File: src/design/nsrw_pkg.sv
// ----------------------------------------------------------------------------
// nsrw_pkg
// Shared types, constants and glyph functions for the number to segment
// display-memory writer.
// ----------------------------------------------------------------------------
package nsrw_pkg;

	localparam int DIGITS_DEF = 6;
	localparam int VALUE_W    = 32;
	localparam int BCD_DIGITS = 10;
	localparam int ADDR_W     = 5;
	localparam int CLEAR_LAST = 31;

	localparam logic [4:0] CODE_MINUS = 5'd17;
	localparam logic [7:0] SEGS_MINUS = 8'h40;
	localparam logic [7:0] SEGS_POINT = 8'h80;
	localparam logic [7:0] SEGS_BLANK = 8'h00;

	typedef enum logic [1:0] {
		OP_DEC   = 2'd0,
		OP_HEX   = 2'd1,
		OP_GLYPH = 2'd2,
		OP_CLEAR = 2'd3
	} op_t;

	typedef struct packed {
		op_t                opcode;
		logic [VALUE_W-1:0] value;
		logic               pad_with_zero;
		logic [2:0]         position;
		logic [4:0]         digit_code;
		logic               point_on;
	} in_t;

	typedef struct packed {
		logic [ADDR_W-1:0] write_address;
		logic [3:0]        write_nibble;
		logic              last_write;
	} out_t;

	function automatic logic [7:0] hex_segs(input logic [3:0] nib);
		logic [7:0] s;
		case (nib)
			4'h0: s = 8'h3F;
			4'h1: s = 8'h06;
			4'h2: s = 8'h5B;
			4'h3: s = 8'h4F;
			4'h4: s = 8'h66;
			4'h5: s = 8'h6D;
			4'h6: s = 8'h7D;
			4'h7: s = 8'h07;
			4'h8: s = 8'h7F;
			4'h9: s = 8'h6F;
			4'hA: s = 8'h77;
			4'hB: s = 8'h7C;
			4'hC: s = 8'h39;
			4'hD: s = 8'h5E;
			4'hE: s = 8'h79;
			default: s = 8'h71;
		endcase
		return s;
	endfunction

	function automatic logic [7:0] code_segs(input logic [4:0] code, input logic point);
		logic [7:0] s;
		if (!code[4]) begin
			s = hex_segs(code[3:0]);
		end else if (code == CODE_MINUS) begin
			s = SEGS_MINUS;
		end else begin
			s = SEGS_BLANK;
		end
		if (point) begin
			s = s | SEGS_POINT;
		end
		return s;
	endfunction

endpackage

File: src/design/number_to_segment_ram_writer_top.sv
// ----------------------------------------------------------------------------
// number_to_segment_ram_writer_top
// Turns a number, single glyph or clear request into nibble writes to a seven-segment
// display memory. Decimal conversion is bit-serial double dabble.
// ----------------------------------------------------------------------------
// Usage:
//   in_valid/in_ready/in_data carry one request per transfer; the block takes a
//   request only when the previous one has produced all its writes (the final
//   write may still sit in the output register).
//   out_valid/out_ready/out_data carry one nibble write per transfer, with
//   last_write set on the final write of a request.
//   Writes per request; emission runs one write per cycle unless the receiver stalls:
//     signed decimal : 2*DIGITS, after the magnitude is shifted one bit per cycle
//                      into the BCD shift register
//     hex            : 2*DIGITS
//     single glyph   : 2, or none when position >= DIGITS
//     clear          : 32
//   Each write passes through the output register before it appears.
//   Reset returns the controller to idle and empties the output register.
//   A stalled receiver holds the current write; emission pauses until it is
//   taken.
// ----------------------------------------------------------------------------
module number_to_segment_ram_writer_top #(
	parameter int DIGITS = nsrw_pkg::DIGITS_DEF
) (
	input  logic            clk,
	input  logic            arst_n,
	input  logic            in_valid,
	output logic            in_ready,
	input  nsrw_pkg::in_t   in_data,
	output logic            out_valid,
	input  logic            out_ready,
	output nsrw_pkg::out_t  out_data
);

	localparam int VW = nsrw_pkg::VALUE_W;
	localparam int BD = nsrw_pkg::BCD_DIGITS;
	localparam int AW = nsrw_pkg::ADDR_W;
	localparam logic [AW-1:0] GLYPH_LAST = AW'(2 * DIGITS - 1);

	typedef enum logic [2:0] {
		S_IDLE = 3'b001,
		S_CONV = 3'b010,
		S_EMIT = 3'b100
	} state_t;

	state_t                  state_q;
	nsrw_pkg::op_t           op_q;
	logic [VW-1:0]           shreg_q;
	logic [BD-1:0][3:0]      bcd_q;
	logic [4:0]              bit_cnt_q;
	logic [AW-1:0]           wr_cnt_q;
	logic                    neg_q;
	logic                    pad_q;
	logic [2:0]              pos_q;
	logic [4:0]              code_q;
	logic                    point_q;
	logic                    out_valid_q;
	nsrw_pkg::out_t          out_q;

	logic                    load;
	logic [BD-1:0][3:0]      bcd_next;
	logic [3:0]              ndig;
	logic [3:0]              dcount;
	logic [2:0]              gpos;
	logic [3:0]              k;
	logic [2:0]              didx;
	logic [7:0][3:0]         nibs;
	logic [7:0]              segs;
	logic [AW-1:0]           last_idx;
	nsrw_pkg::out_t          wr;

	assign in_ready  = (state_q == S_IDLE);
	assign out_valid = out_valid_q;
	assign out_data  = out_q;
	assign load      = (state_q == S_EMIT) && (!out_valid_q || out_ready);

	// double dabble step: add 3 to digits of 5 or more, then shift in next bit
	always_comb begin
		logic [BD-1:0][3:0] adj;
		logic [BD*4:0]      shifted;
		for (int i = 0; i < BD; i++) begin
			adj[i] = (bcd_q[i] >= 4'd5) ? bcd_q[i] + 4'd3 : bcd_q[i];
		end
		shifted  = {adj, shreg_q[VW-1]};
		bcd_next = shifted[BD*4-1:0];
	end

	always_comb begin
		ndig = 4'd1;
		for (int i = 0; i < BD; i++) begin
			if (bcd_q[i] != 4'd0) begin
				ndig = 4'(i + 1);
			end
		end
		dcount = (ndig > 4'(DIGITS)) ? 4'(DIGITS) : ndig;
	end

	always_comb begin
		gpos = wr_cnt_q[3:1];
		k    = {1'b0, gpos} - {3'b000, neg_q};
		didx = 3'(dcount - 4'd1 - k);
		for (int i = 0; i < 8; i++) begin
			nibs[i] = shreg_q[i*4 +: 4];
		end
		case (op_q)
			nsrw_pkg::OP_DEC: begin
				if (neg_q && gpos == 3'd0) begin
					segs = nsrw_pkg::SEGS_MINUS;
				end else if (k < dcount) begin
					segs = nsrw_pkg::hex_segs(bcd_q[{1'b0, didx}]);
				end else begin
					segs = pad_q ? nsrw_pkg::hex_segs(4'd0) : nsrw_pkg::SEGS_BLANK;
				end
			end
			nsrw_pkg::OP_HEX:   segs = nsrw_pkg::hex_segs(nibs[3'(DIGITS - 1) - gpos]);
			nsrw_pkg::OP_GLYPH: segs = nsrw_pkg::code_segs(code_q, point_q);
			default:            segs = nsrw_pkg::SEGS_BLANK;
		endcase
		case (op_q)
			nsrw_pkg::OP_GLYPH: last_idx = AW'(1);
			nsrw_pkg::OP_CLEAR: last_idx = AW'(nsrw_pkg::CLEAR_LAST);
			default:            last_idx = GLYPH_LAST;
		endcase
		wr.write_address = (op_q == nsrw_pkg::OP_GLYPH) ? {1'b0, pos_q, wr_cnt_q[0]} : wr_cnt_q;
		wr.write_nibble  = wr_cnt_q[0] ? segs[7:4] : segs[3:0];
		wr.last_write    = (wr_cnt_q == last_idx);
	end

	always_ff @(posedge clk or negedge arst_n) begin
		if (!arst_n) begin
			state_q     <= S_IDLE;
			out_valid_q <= 1'b0;
		end else begin
			if (load) begin
				out_valid_q <= 1'b1;
			end else if (out_ready) begin
				out_valid_q <= 1'b0;
			end
			case (state_q)
				S_IDLE: begin
					if (in_valid) begin
						case (in_data.opcode)
							nsrw_pkg::OP_DEC: state_q <= S_CONV;
							nsrw_pkg::OP_GLYPH: begin
								if ({1'b0, in_data.position} < 4'(DIGITS)) begin
									state_q <= S_EMIT;
								end
							end
							default: state_q <= S_EMIT;
						endcase
					end
				end
				S_CONV: begin
					if (bit_cnt_q == 5'(VW - 1)) begin
						state_q <= S_EMIT;
					end
				end
				S_EMIT: begin
					if (load && wr.last_write) begin
						state_q <= S_IDLE;
					end
				end
				default: state_q <= S_IDLE;
			endcase
		end
	end

	always_ff @(posedge clk) begin
		if (load) begin
			out_q    <= wr;
			wr_cnt_q <= wr_cnt_q + AW'(1);
		end
		case (state_q)
			S_IDLE: begin
				op_q      <= in_data.opcode;
				neg_q     <= (in_data.opcode == nsrw_pkg::OP_DEC) && in_data.value[VW-1];
				shreg_q   <= ((in_data.opcode == nsrw_pkg::OP_DEC) && in_data.value[VW-1]) ?
				             (VW'(0) - in_data.value) : in_data.value;
				pad_q     <= in_data.pad_with_zero;
				pos_q     <= in_data.position;
				code_q    <= in_data.digit_code;
				point_q   <= in_data.point_on;
				bcd_q     <= '0;
				bit_cnt_q <= '0;
				wr_cnt_q  <= '0;
			end
			S_CONV: begin
				bcd_q     <= bcd_next;
				shreg_q   <= {shreg_q[VW-2:0], 1'b0};
				bit_cnt_q <= bit_cnt_q + 5'd1;
			end
			default: ;
		endcase
	end

endmodule

File: config.mk
export PLATFORM = sky130hd
export DESIGN_NAME = number_to_segment_ram_writer_top
export DESIGN_NICKNAME = d
export VERILOG_FILES = /design/src/design/nsrw_pkg.sv /design/src/design/number_to_segment_ram_writer_top.sv
export SDC_FILE = /design/constraint.sdc
export NUM_CORES = 1
export LEC_CHECK = 0
export BUFFER_PORTS_ARGS = -buffer_cell sky130_fd_sc_hd__buf_2
export CORE_ASPECT_RATIO = 0.8
export CORE_MARGIN = 8
export CORE_UTILIZATION = 40
export DETAILED_ROUTE_END_ITERATION = 6
export MAX_ROUTING_LAYER = met4
export PLACE_DENSITY = 0.69
export SETUP_SLACK_MARGIN = 0.2
export SYNTH_ARGS = -nofsm -noshare
export SYNTH_HDL_FRONTEND = slang
export SYNTH_SLANG_ARGS = --single-unit
File: constraint.sdc
create_clock -name clk -period 5.4 [get_ports clk]
set_clock_uncertainty 0.15 [all_clocks]
set_input_delay 1.08 -clock clk [delete_from_list [all_inputs] [get_ports clk]]
set_output_delay 1.08 -clock clk [all_outputs]
set_load 0.01 [all_outputs]
# Word-level counts from Yosys, hierarchy flattened

Memories as Yosys holds them, arrays and structs flattened. A register that Yosys moved wholly into a read port is not among the register bits.
Cells that the tools add are included.

Memories kept: 3
Output and inout port bits: 12
Bits in registers: 109
Logic and storage cells: 142
Bits of input ports: 48
Memory bits (read-only): 336

Reduce and logical (&&, ||, !) cells: 21
Order comparisons: 15
$add $sub $neg: 17
Equal/unequal tests: 14
Muxes and demuxes: 47

Memories:

| memory           | depth | width | read ports | clocked after Yosys merged registers in | wr ports | RTL line       | RTL |
|---|---|---|---|---|---|---|---|
| (name not given) | 16    | 7     | 1          | 0                                       | 0        | nsrw_pkg.sv:43 | `case (nib)` |
| (name not given) | 16    | 7     | 1          | 0                                       | 0        | nsrw_pkg.sv:43 |  |
| (name not given) | 16    | 7     | 1          | 1                                       | 0        | nsrw_pkg.sv:43 |  |

Operator list:

| operator              | number |
|---|---|
| $mux 4                | 23 |
| $pmux 40 s2           | 1 |
| $pmux 32 s2           | 1 |
| $ge 4x3->1 const B    | 10 |
| $add 4x2->4 const B   | 9 |
| $reduce_bool 4->1     | 9 |
| $mux 32               | 1 |
| $mux 8                | 4 |
| $sub 1x32->32 const A | 1 |
| $bmux 4 s3            | 2 |
| $pmux 8 s3            | 1 |
| $pmux 5 s2            | 2 |
| $mux 3                | 5 |
| $add 5x1->5 const B   | 2 |
| $eq 5x5->1 const B    | 2 |
| $pmux 3 s3            | 1 |
| $mux 7                | 1 |
| $eq 2x2->1 const B    | 3 |
| $mux 6                | 1 |
| $pmux 3 s2            | 1 |
| $eq 5x5->1            | 1 |
| $lt 3x5->1 const B    | 1 |
| $gt 4x3->1 const B    | 1 |
| $logic_and 1x1->1     | 4 |
| other kinds (23)      | 27 |

# Logic depth before layout (Yosys ltp)

Gate-level depths: netlist of run 1.
An unclocked memory read counts as a cell.

Depth in word-level cells: 21
Depth in mapped cells: 21
Mapped depth without buffers: 19

# Least setup slack after synthesis of run 1

OpenSTA, ideal clock, no wires.

Kind: reg2reg
Start: reg state_q[0]
End: reg state_q[0]
Buffers on the path: 0
Period minus slack after synthesis: 5.224 ns
Library setup time: 0.255 ns
Cell stages (with the launch flop): 4
Setup slack: 0.176 ns
Arrival: 4.818 ns
Required time: 4.995 ns
Cells stage by stage: dfstp_2 nand2b_1 a21oi_1 o21ai_0

Cells in the longest elaborated chain, start to end: 5
Elaborated cells on any way between the ends: 11
Classes of those cells: eq/ne: 7; mux: 1; reduce/logical: 3

Ends and longest elaborated chain:

| what                       | RTL line                                                                        | RTL |
|---|---|---|
| start, declared            | number_to_segment_ram_writer_top.sv:47                                          | `state_t state_q;` |
| start signal, assigned     | number_to_segment_ram_writer_top.sv:132                                         | `state_q <= S_IDLE;` |
| start signal, assigned     | number_to_segment_ram_writer_top.sv:144                                         | `nsrw_pkg::OP_DEC: state_q <= S_CONV;` |
| start signal, assigned     | number_to_segment_ram_writer_top.sv:147                                         | `state_q <= S_EMIT;` |
| $eq 3x3->1                 | number_to_segment_ram_writer_top.sv:76, number_to_segment_ram_writer_top.sv:140 |  |
| $logic_and 1x1->1          | number_to_segment_ram_writer_top.sv:76                                          | `assign load = (state_q == S_EMIT) && (!out_valid_q \|\| out_ready);` |
| $logic_and 1x1->1          | number_to_segment_ram_writer_top.sv:160                                         | `if (load && wr.last_write) begin` |
| $ne 2x1->1 (no line)       | -                                                                               |  |
| $reduce_and 4->1 (no line) | -                                                                               |  |

Parallel ways exist; a longest one is shown, timed or not.
A chain may end at the register's enable or synchronous reset.

==> metrics.md, run 1 <==
| Metric | Value |
|---|---|
| Hold crit path type | input pin to asynchronous set/reset pin |
| Post-synth EDFFs | 100 |
| Area delta synth->final | 15.3% |
| Largest net degree at the start of global routing | 79 |
| Syn Nets | 857 |
| Post-Syn Instances | 759 |
| Nets | 912 |
| Crit share post-route | 90.2% |
| Htree depth | 4 |
| Clock buffer depth | 2 |
| Post-route ant nets | 0 |
| Buf/Inv on CP | 3 |
| Setup TNS | 0 ns |
| Worst Setup End Kind | flop |
| CP max stage cell | mux4_4 |
| CTS tree | done |
| CP top delay family | adder cells |
| FP Rows | 45 |
| Cts bufs inserted | 17 |
| Post-CTS Hold Fix Bufs | 0 |
| Max VDD drop | 0.320 mV |
| Hpwl dp | 12500 um |
| Post-cts gate resize count | 0 |
| Top Ports | 60 |
| Share of layout cells above drive strength 1 | 14.8% |
| Clock net sink count | 116 |
| Static Leakage | 3.40 nW |
| Critical path class | flop to flop |
| Starting Density | 40.3% |
| Worst-Margin Slew | 1.01 ns |
| Post-Layout Cell Count | 1086 |
| Sequential area share after synthesis | 44.3% |
| Via density per instance | 5.17 |
| YS warnings | 0 |
| Core Region | 18700 sq um |
| Commonest cells after routing, fill and taps aside | edfxtp_1 (100), nor2_1 (84), nand2_1 (77), a21oi_1 (60) |
| Slew margin rel. | 32.6% |
| Final GP Congestion | 0.886 |
| Total Routing Usage GR | 15.1% |
| CP Cell Sequence | inv_1 -> ha_1 -> nand4bb_1 -> nor4_1 -> nand4_1 -> a21oi_2 -> ha_1 -> inv_1 -> fa_1 -> buf_4 -> mux2i_1 -> mux4_4 -> ha_1 -> or3_1 -> nand4b_1 -> a311oi_1 -> a311o_1 |
| First-pass GRT wire length | 27500 um |
| Most frequent cell on the critical path | ha_1 |
| Clock latency on the worst-skew pair | 0.43 ns |
| Antenna violations before repair | 0 |
| Cell Area, Synth | 7550 sq um |
| Die Footprint | 23600 sq um |
| Avg Cell Area, Syn | 9.95 sq um |
| DR iter-0 viols | 480 |
| CP startpoint kind | flop |
| Placed insts | 1053 |
| Clk pin slew, worst setup/hold paths | 0.06 ns |
| Clock root buffer | clkbuf_16 |
| Setup-failing EPs final | 0 |
| Outcome | completed |
| Critical Path AT | 4.89 ns |
| GRT overflow | 0 |
| Die height | 139 um |
| Routed wire length | 16900 um |
| Count of final max-slew check failures | 0 |
| Max-cap violations | 0 |
| RSZ-0062 raised after global routing | no |
| CP max stage delay | 0.72 ns |
| TritonRoute pass-1 iters | 4 |
| Synth cell types | 68 |
| Number of port buffers | 59 |
| P per Cell Area | 639 nW/um^2 |
| Synthesized flop and latch total | 116 |
| Most common cell after layout, fill and taps aside | edfxtp_1 |
| DR DRC count | 0 |
| Clock period minus worst slack | 4.87 ns |
| Achievable Freq | 0.205 GHz |
| Primary FF master, synth | edfxtp_1 |
| Register Area | 3340 sq um |
| Vias | 5620 |
| Vias in the first global route | 5348 |
| Async SR Flop Fraction | 3.45% |
| Fill cells | 1776 |
| Die Span X | 170 um |
| Worst EP required | 5.41 ns |
| CP max FO | 16 |
| Final Power | 0.00556 W |
| DR WL/cell | 15.6 um |
| Fin. Hold Viols | 0 |
| Multi-input logic area | 3910 sq um |
| Postcts setup bufs | 0 |
==> worst register-to-register path, cell delays in order (launching register included) <==
cell	delay, ns
edfxtp_1	0.42
inv_1	0.12
ha_1	0.22
nand4bb_1	0.11
nor4_1	0.21
nand4_1	0.23
a21oi_2	0.20
ha_1	0.16
inv_1	0.05
fa_1	0.47
buf_4	0.27
mux2i_1	0.13
mux4_4	0.72
ha_1	0.25
or3_1	0.36
nand4b_1	0.10
a311oi_1	0.10
a311o_1	0.35
==> final timing paths <==
path	depth (start not counted)	startpoint	end	slack, ns
setup / recovery	17	bcd_q[20]	out_data[4]	0.53
hold / removal	1	arst_n	out_valid	0.31
max in group asynchronous	1	arst_n	state_q[0]	4.58
min in group clk	2	out_valid	out_valid	0.39
hold reg to reg	2	out_valid	out_valid	0.39
setup reg to reg	17	bcd_q[20]	out_data[4]	0.53
==> stage by stage <==
stage | utilization, % | instance area (sq um) | hold slack [ns] | worst slack, ns
after floorplan | - | 7550 | 0.327 | 0.958
after global placement | 43.1 | 8090 | 0.373 | 0.625
after detailed placement | 43.1 | 8090 | 0.386 | 0.477
after CTS | 46.4 | 8690 | 0.291 | 0.446
after global routing | 46.4 | 8700 | 0.298 | 0.231
final | 46.4 | 8700 | 0.308 | 0.527
==> power by group <==
part,internal (W),switching [W]
sequential,0.00155,0.000370
combinational,0.00102,0.00146
clock,0.000729,0.000431
==> flip-flops by register name, indices dropped and copies added (netlist names), 2 cells and up, named ones only <==
name       count
bcd_q         40
nibs          32
out_data      10
bit_cnt_q      5
code_q         5
wr_cnt_q       5
pos_q          3
state_q        3
op_q           2
==> cell usage after synthesis, types with 6 or more instances <==
| cell type | n | area share (%) |
|---|---|---|
| inv_1 | 45 | 2.2 |
| ha_1 | 49 | 8.1 |
| mux2i_1 | 33 | 4.4 |
| a31oi_1 | 7 | 0.58 |
| and2_1 | 7 | 0.58 |
| nand2_1 | 77 | 3.8 |
| nor4_1 | 6 | 0.50 |
| nand3_1 | 9 | 0.60 |
| dfxtp_1 | 12 | 3.2 |
| xnor2_1 | 39 | 4.5 |
| clkbuf_1 | 21 | 1.0 |
| nand2b_1 | 17 | 1.4 |
| xor2_1 | 18 | 2.1 |
| nor2_1 | 86 | 4.3 |
| o21ai_0 | 59 | 3.9 |
| mux4_2 | 12 | 3.6 |
| a21oi_1 | 62 | 4.1 |
| nor3_1 | 19 | 1.3 |
| edfxtp_1 | 100 | 40 |
==> layer usage <==
metal / share of wire (%) / global-route usage [%] / vias to the layer above
met5: 0 / - / -
met4: 1.2 / 4.56 / 0
met3: 4.9 / 3.78 / 14
met2: 42 / 21.1 / 132
met1: 51 / 21.2 / 2643
li1: - / - / 2831
==> kinds of logic (layout without fill, tap and decap cells) <==
kind of cell	count (synthesis)	in the layout	share of synthesized area [%]
flops	116	116	44.3
mux	47	47	8.44
simple gates	251	251	15.5
buf+inv	75	143	4.21
compound gates	161	161	12.3
other cells	1	2	0.0497
xor+xnor	58	58	6.83
fa+ha+maj	50	50	8.39
==> cell type report <==
class | count | area share, %
Inverter | 46 | 1.98
Clock buffer | 18 | 4.93
Clock inverter | 14 | 2.04
Antenna cell | 1 | 0.0288
Multi-Input combinational cell | 568 | 45.0
Sequential cell | 116 | 38.4
Tap cell | 258 | 3.71
Timing Repair Buffer | 65 | 3.91
No activity file was read; power rests on OpenSTA's default activity.
==> inputs of run 2 (changes only) <==
CORE_MARGIN = unset   (was 8)
CORE_UTILIZATION = 30   (was 40)
PLACE_DENSITY = 0.57   (was 0.69)
SKIP_LAST_GASP = 1   (was unset)
==> metrics.md, run 2 (same netlist as run 1, synthesis figures left out) <==
| Metric | Value |
|---|---|
| Outcome | complete, but fails checks |
| Failing checks | design-rule violations |
| Commonest cells after routing, fill and taps aside | edfxtp_1 (100), nor2_1 (84), nand2_1 (77), a21oi_1 (60) |
| Worst EP required | 5.41 ns (about the same) |
| CP max FO | 9 (-7) |
| Max-cap violations | 0 (unchanged) |
| Diodes inserted | 0 (-1) |
| P per Cell Area | 630 nW/um^2 (-1.4%) |
| Top Ports | 60 (unchanged) |
| Share of layout cells above drive strength 1 | 15.7% (+0.96 points) |
| Vias in the first global route | 5218 (-2.4%) |
| Post-CTS Hold Fix Bufs | 0 (unchanged) |
| Max VDD drop | 0.270 mV (-16%) |
| GRT overflow | 0 (unchanged) |
| Post-layout instance area | 8840 sq um (+1.6%) |
| Layer with the highest usage | met1 |
| Largest net degree at the start of global routing | 66 (-16%) |
| TritonRoute pass-1 iters | 7 (+3) |
| Hold crit path type | input pin to asynchronous set/reset pin |
| Via density per instance | 4.82 (-6.9%) |
| Die height | 144 um (+3.6%) |
| Met3 Resource Use GR | 3.36% (-0.42 points) |
| Number of port buffers | 59 (unchanged) |
| RSZ-0062 raised after global routing | no |
| Die Span X | 179 um (+5.8%) |
| First-pass GRT wire length | 27700 um (+0.85%) |
| Post-route ant nets | 0 (unchanged) |
| Cts bufs inserted | 17 (unchanged) |
| Critical path class | flop to flop |
| Clock buffer depth | 2 (unchanged) |
| Clock period minus worst slack | 4.84 ns (-0.0279 ns) |
| Routed wire length | 17000 um (+0.91%) |
| Hpwl dp | 12700 um (+1.7%) |
| Starting Density | 30.8% (-9.5 points) |
| Clock root buffer | clkbuf_16 |
| Setup-failing EPs final | 0 (unchanged) |
| Setup TNS | 0 ns (unchanged) |
| Htree depth | 4 (unchanged) |
| Post-DP Area | 8190 sq um (+1.2%) |
| Critical Path AT | 4.86 ns (-0.03 ns) |
| Most common cell after layout, fill and taps aside | edfxtp_1 |
| Static Leakage | 3.43 nW (+1.1%) |
| Achievable Freq | 0.206 GHz (+0.58%) |
| Fill cells | 2471 (+39%) |
| Clk pin slew, worst setup/hold paths | 0.06 ns (about the same) |
| Reg-to-reg startpoint | bcd_q[20] |
| Grt met2 use | 19.4% (-1.7 points) |
| Final GP Congestion | 0.881 (-0.56%) |
| DR iter-0 viols | 391 (-19%) |
| Worst Setup End Kind | flop |
| Clock latency on the worst-skew pair | 0.42 ns (about the same) |
| Count of final max-slew check failures | 0 (unchanged) |
| CTS tree | done |
| DR DRC count | 6 (+6) |
| Area delta synth->final | 17.1% |
| Fin. Hold Viols | 0 (unchanged) |
| Worst-Margin Slew | 0.958 ns (-0.0536 ns) |
| Max FFs per register | 40 (unchanged) |
| DR WL/cell | 14.8 um (-4.9%) |
| FF-to-FF setup slack | 0.56 ns (+0.03 ns) |
| FP Rows | 51 (+13%) |
| Slew margin rel. | 34.3% (+1.7 points) |
| Total Routing Usage GR | 14.6% (-0.55 points) |
| Die Footprint | 25800 sq um (+9.6%) |
| Nets | 919 (+0.77%) |
| Crit share post-route | 89.7% (-0.52 points) |
| Clock net sink count | 116 (unchanged) |
| Antenna violations before repair | 0 (unchanged) |
| Critical Path Source | bcd_q[20] |
| GR Util met1 | 21.6% (+0.35 points) |
| Vias | 5553 (-1.2%) |
| Core Region | 24500 sq um (+31%) |
| CP startpoint kind | flop |
| Biggest register | bcd_q |
[run 2: final timing paths]
check                      cells after the start     endpoint
max                                           17  out_data[4]
min                                            1   state_q[1]
max reg2reg                                   17  out_data[4]
min reg2reg                                    2  out_data[6]
max in group asynchronous                      1   state_q[0]
min in group clk                               2  out_data[6]
[run 2: cell type report]
class	count	area, sq um	area share (%)
clock inverters	14	179	2.02
well taps	318	398	4.50
flip-flops and latches	116	3340	37.9
clock buffers	18	429	4.86
inverters	46	173	1.95
multi-input cells	568	3920	44.4
repair buffers	72	393	4.45
[run 2: critical path, cell delays in order (launching register included)]
cell and delay (ns):
edfxtp_1 0.43, inv_1 0.12, ha_1 0.23, nand4bb_1 0.13, nor4_2 0.16, nand4_1 0.20, a21oi_2 0.19, ha_1 0.17
inv_1 0.06, fa_2 0.68, buf_4 0.16, mux2i_1 0.06, mux4_4 0.70, ha_1 0.24, or3_1 0.36, nand4b_1 0.10
a311oi_1 0.10, a311o_1 0.34
[run 2: metrics by stage]
stage	util, %	total power [W]	instances	setup slack [ns]	hold slack (ns)
5_1_grt	36.1	0.00603	1152	0.217	0.302
4_1_cts	35.9	0.00559	1148	0.324	0.307
6_report	36.1	0.00557	1152	0.555	0.319
3_3_place_gp	33.4	0.00439	1116	0.531	0.361
3_5_place_dp	33.4	0.00440	1116	0.339	0.363
2_1_floorplan	-	0.00379	759	0.958	0.327
[run 2: per-layer routing]
layer,vias to the layer above,wire (um)
li1,2833,-
met1,2589,9140
met2,119,6900
met3,12,831
met4,0,170
met5,-,0
[run 2: where the power goes]
| part | switching (W) | internal, W | leakage (nW) |
|---|---|---|---|
| Clock | 0.000426 | 0.000729 | 0.287 |
| Combinational | 0.00147 | 0.00105 | 2.00 |
| Sequential | 0.000356 | 0.00154 | 1.14 |
[run 2: repair_timing]
item,CTS,global route
setup buffers,0,4
endpoints found under the setup margin,0,4
resized for setup,0,3
==> inputs of run 3 (changes only) <==
clock period = 4.38 ns   (was 5.4 ns; I/O delays follow)
==> metrics.md, run 3 (same netlist as run 1, synthesis figures left out) <==
| Metric | Value |
|---|---|
| Buf/Inv on CP | 2 (-1) |
| Final setup margin | -0.0644 ns (-0.620 ns) |
| Post-Layout Cell Count | 1233 (+7.0%) |
| Hold crit path type | input pin to asynchronous set/reset pin |
| Final Power | 0.00782 W (+40%) |
| Hpwl dp | 13600 um (+7.1%) |
| Vias | 5941 (+7.0%) |
| Post-CTS Hold Fix Bufs | 0 (unchanged) |
| Clock net sink count | 116 (unchanged) |
| Reg power frac | 28.6% (-5.5 points) |
| Setup-failing EPs final | 4 (+4) |
| Die Footprint | 25800 sq um (unchanged) |
| CP startpoint kind | flop |
| Core Region | 24500 sq um (unchanged) |
| CP Cell Sequence | inv_2 -> ha_4 -> nand2_2 -> nor4_2 -> nand4_1 -> a21oi_2 -> ha_2 -> inv_2 -> fa_2 -> mux2i_1 -> mux4_4 -> ha_4 -> or3_1 -> nand4b_1 -> a311oi_1 -> a311o_1 |
| CP max stage delay | 0.71 ns (about the same) |
| Max-cap violations | 0 (unchanged) |
| Met3 Resource Use GR | 3.02% (-0.34 points) |
| Sw power | 0.00317 W (+41%) |
| Most common cell after layout, fill and taps aside | edfxtp_1 |
| Diodes inserted | 0 (unchanged) |
| Worst Setup End Kind | flop |
| Antenna violations before repair | 0 (unchanged) |
| Via density per instance | 4.82 (about the same) |
| Largest net degree at the start of global routing | 44 (-33%) |
| Biggest register | bcd_q |
| Worst EP required | 4.40 ns (-1.01 ns) |
| Commonest cells after routing, fill and taps aside | edfxtp_1 (100), buf_4 (90), nor2_1 (84), nand2_1 (76), a21oi_1 (60) |
| Clk pin slew, worst setup/hold paths | 0.06 ns (about the same) |
| Area delta synth->final | 26.5% |
| Vias in the first global route | 5488 (+5.2%) |
| Number of port buffers | 59 (unchanged) |
| Fin Hold WS | 0.0935 ns (-0.226 ns) |
| Clock period minus worst slack | 4.44 ns (-0.400 ns) |
| RSZ-0062 raised after global routing | yes |
| CP max stage cell | mux4_4 |
| Nets | 1000 (+8.8%) |
| Clock power share | 17.9% (-2.8 points) |
| Pint | 0.00465 W (+40%) |
| Max FFs per register | 40 (unchanged) |
| GRT overflow | 0 (unchanged) |
| Outcome | complete, but fails checks |
| Die height | 144 um (unchanged) |
| Placed insts | 1185 (+6.2%) |
| CP max FO | 6 (-3) |
| Starting Density | 30.8% (unchanged) |
| Fin. Hold Viols | 0 (unchanged) |
| P per Cell Area | 819 nW/um^2 (+30%) |
| Die Span X | 179 um (unchanged) |
| TritonRoute pass-1 iters | 6 (-1) |
| Total Routing Usage GR | 15.7% (+1.1 points) |
| Top Ports | 60 (unchanged) |
| Share of layout cells above drive strength 1 | 25.7% (+10 points) |
| Crit share post-route | 101% (+12 points) |
| Achievable Freq | 0.225 GHz (+9.0%) |
| Slew margin rel. | 35.0% (+0.66 points) |
| Switching Share | 40.6% (+0.22 points) |
| FP Rows | 51 (unchanged) |
| Max VDD drop | 0.334 mV (+24%) |
| First-pass GRT wire length | 29800 um (+7.4%) |
| CP top delay family | adder cells |
| Critical path class | flop to flop |
| Static Leakage | 3.83 nW (+12%) |
| Comb pwr share | 53.5% (+8.4 points) |
| Routed wire length | 18700 um (+9.9%) |
| Clock buffer depth | 2 (unchanged) |
| Post-route ant nets | 0 (unchanged) |
| Final GP Congestion | 0.825 (-6.3%) |
| Failing checks | design-rule violations, negative setup slack |
| DR DRC count | 2 (-4) |
| Worst-Margin Slew | 0.948 ns (-0.00956 ns) |
| DR WL/cell | 15.2 um (+2.7%) |
| Clock latency on the worst-skew pair | 0.43 ns (about the same) |
| Pre-CTS setup slack | -0.174 ns (-0.512 ns) |
| Clock root buffer | clkbuf_16 |
| Fill cells | 2423 (-1.9%) |
| DR iter-0 viols | 331 (-15%) |
| Htree depth | 4 (unchanged) |
| Critical Path AT | 4.46 ns (-0.40 ns) |
| Cts bufs inserted | 17 (unchanged) |
| Count of final max-slew check failures | 0 (unchanged) |
| CTS tree | done |
| Layer with the highest usage | met1 |
| GR Util met1 | 23.1% (+1.5 points) |
| Grt met2 use | 21.2% (+1.9 points) |
-- run 3: stage by stage --
stage                     cell area [sq um]  setup TNS [ns]  utilization, %
after CTS                              9490          -0.423            38.7
after global routing                   9550          -0.998            39.0
after detailed placement               8760          -0.375            35.8
final                                  9550          -0.203            39.0
after floorplan                        7610               0               -
after global placement                 8760               0            35.8
-- run 3: cell type report --
| type | count | area, sq um | area share [%] |
|---|---|---|---|
| Clock inverter | 15 | 158 | 1.65 |
| Multi-Input combinational cell | 569 | 4040 | 42.3 |
| Inverter | 46 | 175 | 1.84 |
| Sequential cell | 116 | 3340 | 35.0 |
| Tap cell | 318 | 398 | 4.17 |
| Clock buffer | 17 | 425 | 4.46 |
| Timing Repair Buffer | 152 | 1000 | 10.5 |
-- run 3: path summary, 6_finish.rpt --
path	startpoint	slack (ns)	end	cells past startpoint
setup / recovery	bcd_q[32]	-0.06	out_data[4]	16
hold / removal	arst_n	0.09	out_valid	1
setup reg to reg	bcd_q[32]	-0.06	out_data[4]	16
hold reg to reg	pos_q[1]	0.38	out_data[7]	2
max in group asynchronous	arst_n	3.78	state_q[0]	1
min in group clk	pos_q[1]	0.38	out_data[7]	2
-- run 3: timing repair --
action | in CTS | in global routing
setup endpoints to repair | 4 | 4
resized for setup | 11 | 9
cloned | 1 | 0
buffers inserted | 12 | 3
pin swaps | 15 | 6
-- run 3: power by group through the flow --
stage	Sequential [W]	Combinational, W	Clock, W
2_1_floorplan	0.00222	0.00252	0
3_3_place_gp	0.00224	0.00383	0
3_5_place_dp	0.00224	0.00383	0
4_1_cts	0.00223	0.00407	0.00143
5_1_grt	0.00230	0.00462	0.00148
6_report	0.00224	0.00418	0.00140
-- run 3: metal layers --
| metal | vias to the layer above | part of all wire [%] |
|---|---|---|
| met2 | 112 | 42 |
| li1 | 3007 | - |
| met5 | - | 0 |
| met4 | 0 | 1.1 |
| met1 | 2807 | 53 |
| met3 | 15 | 4.6 |
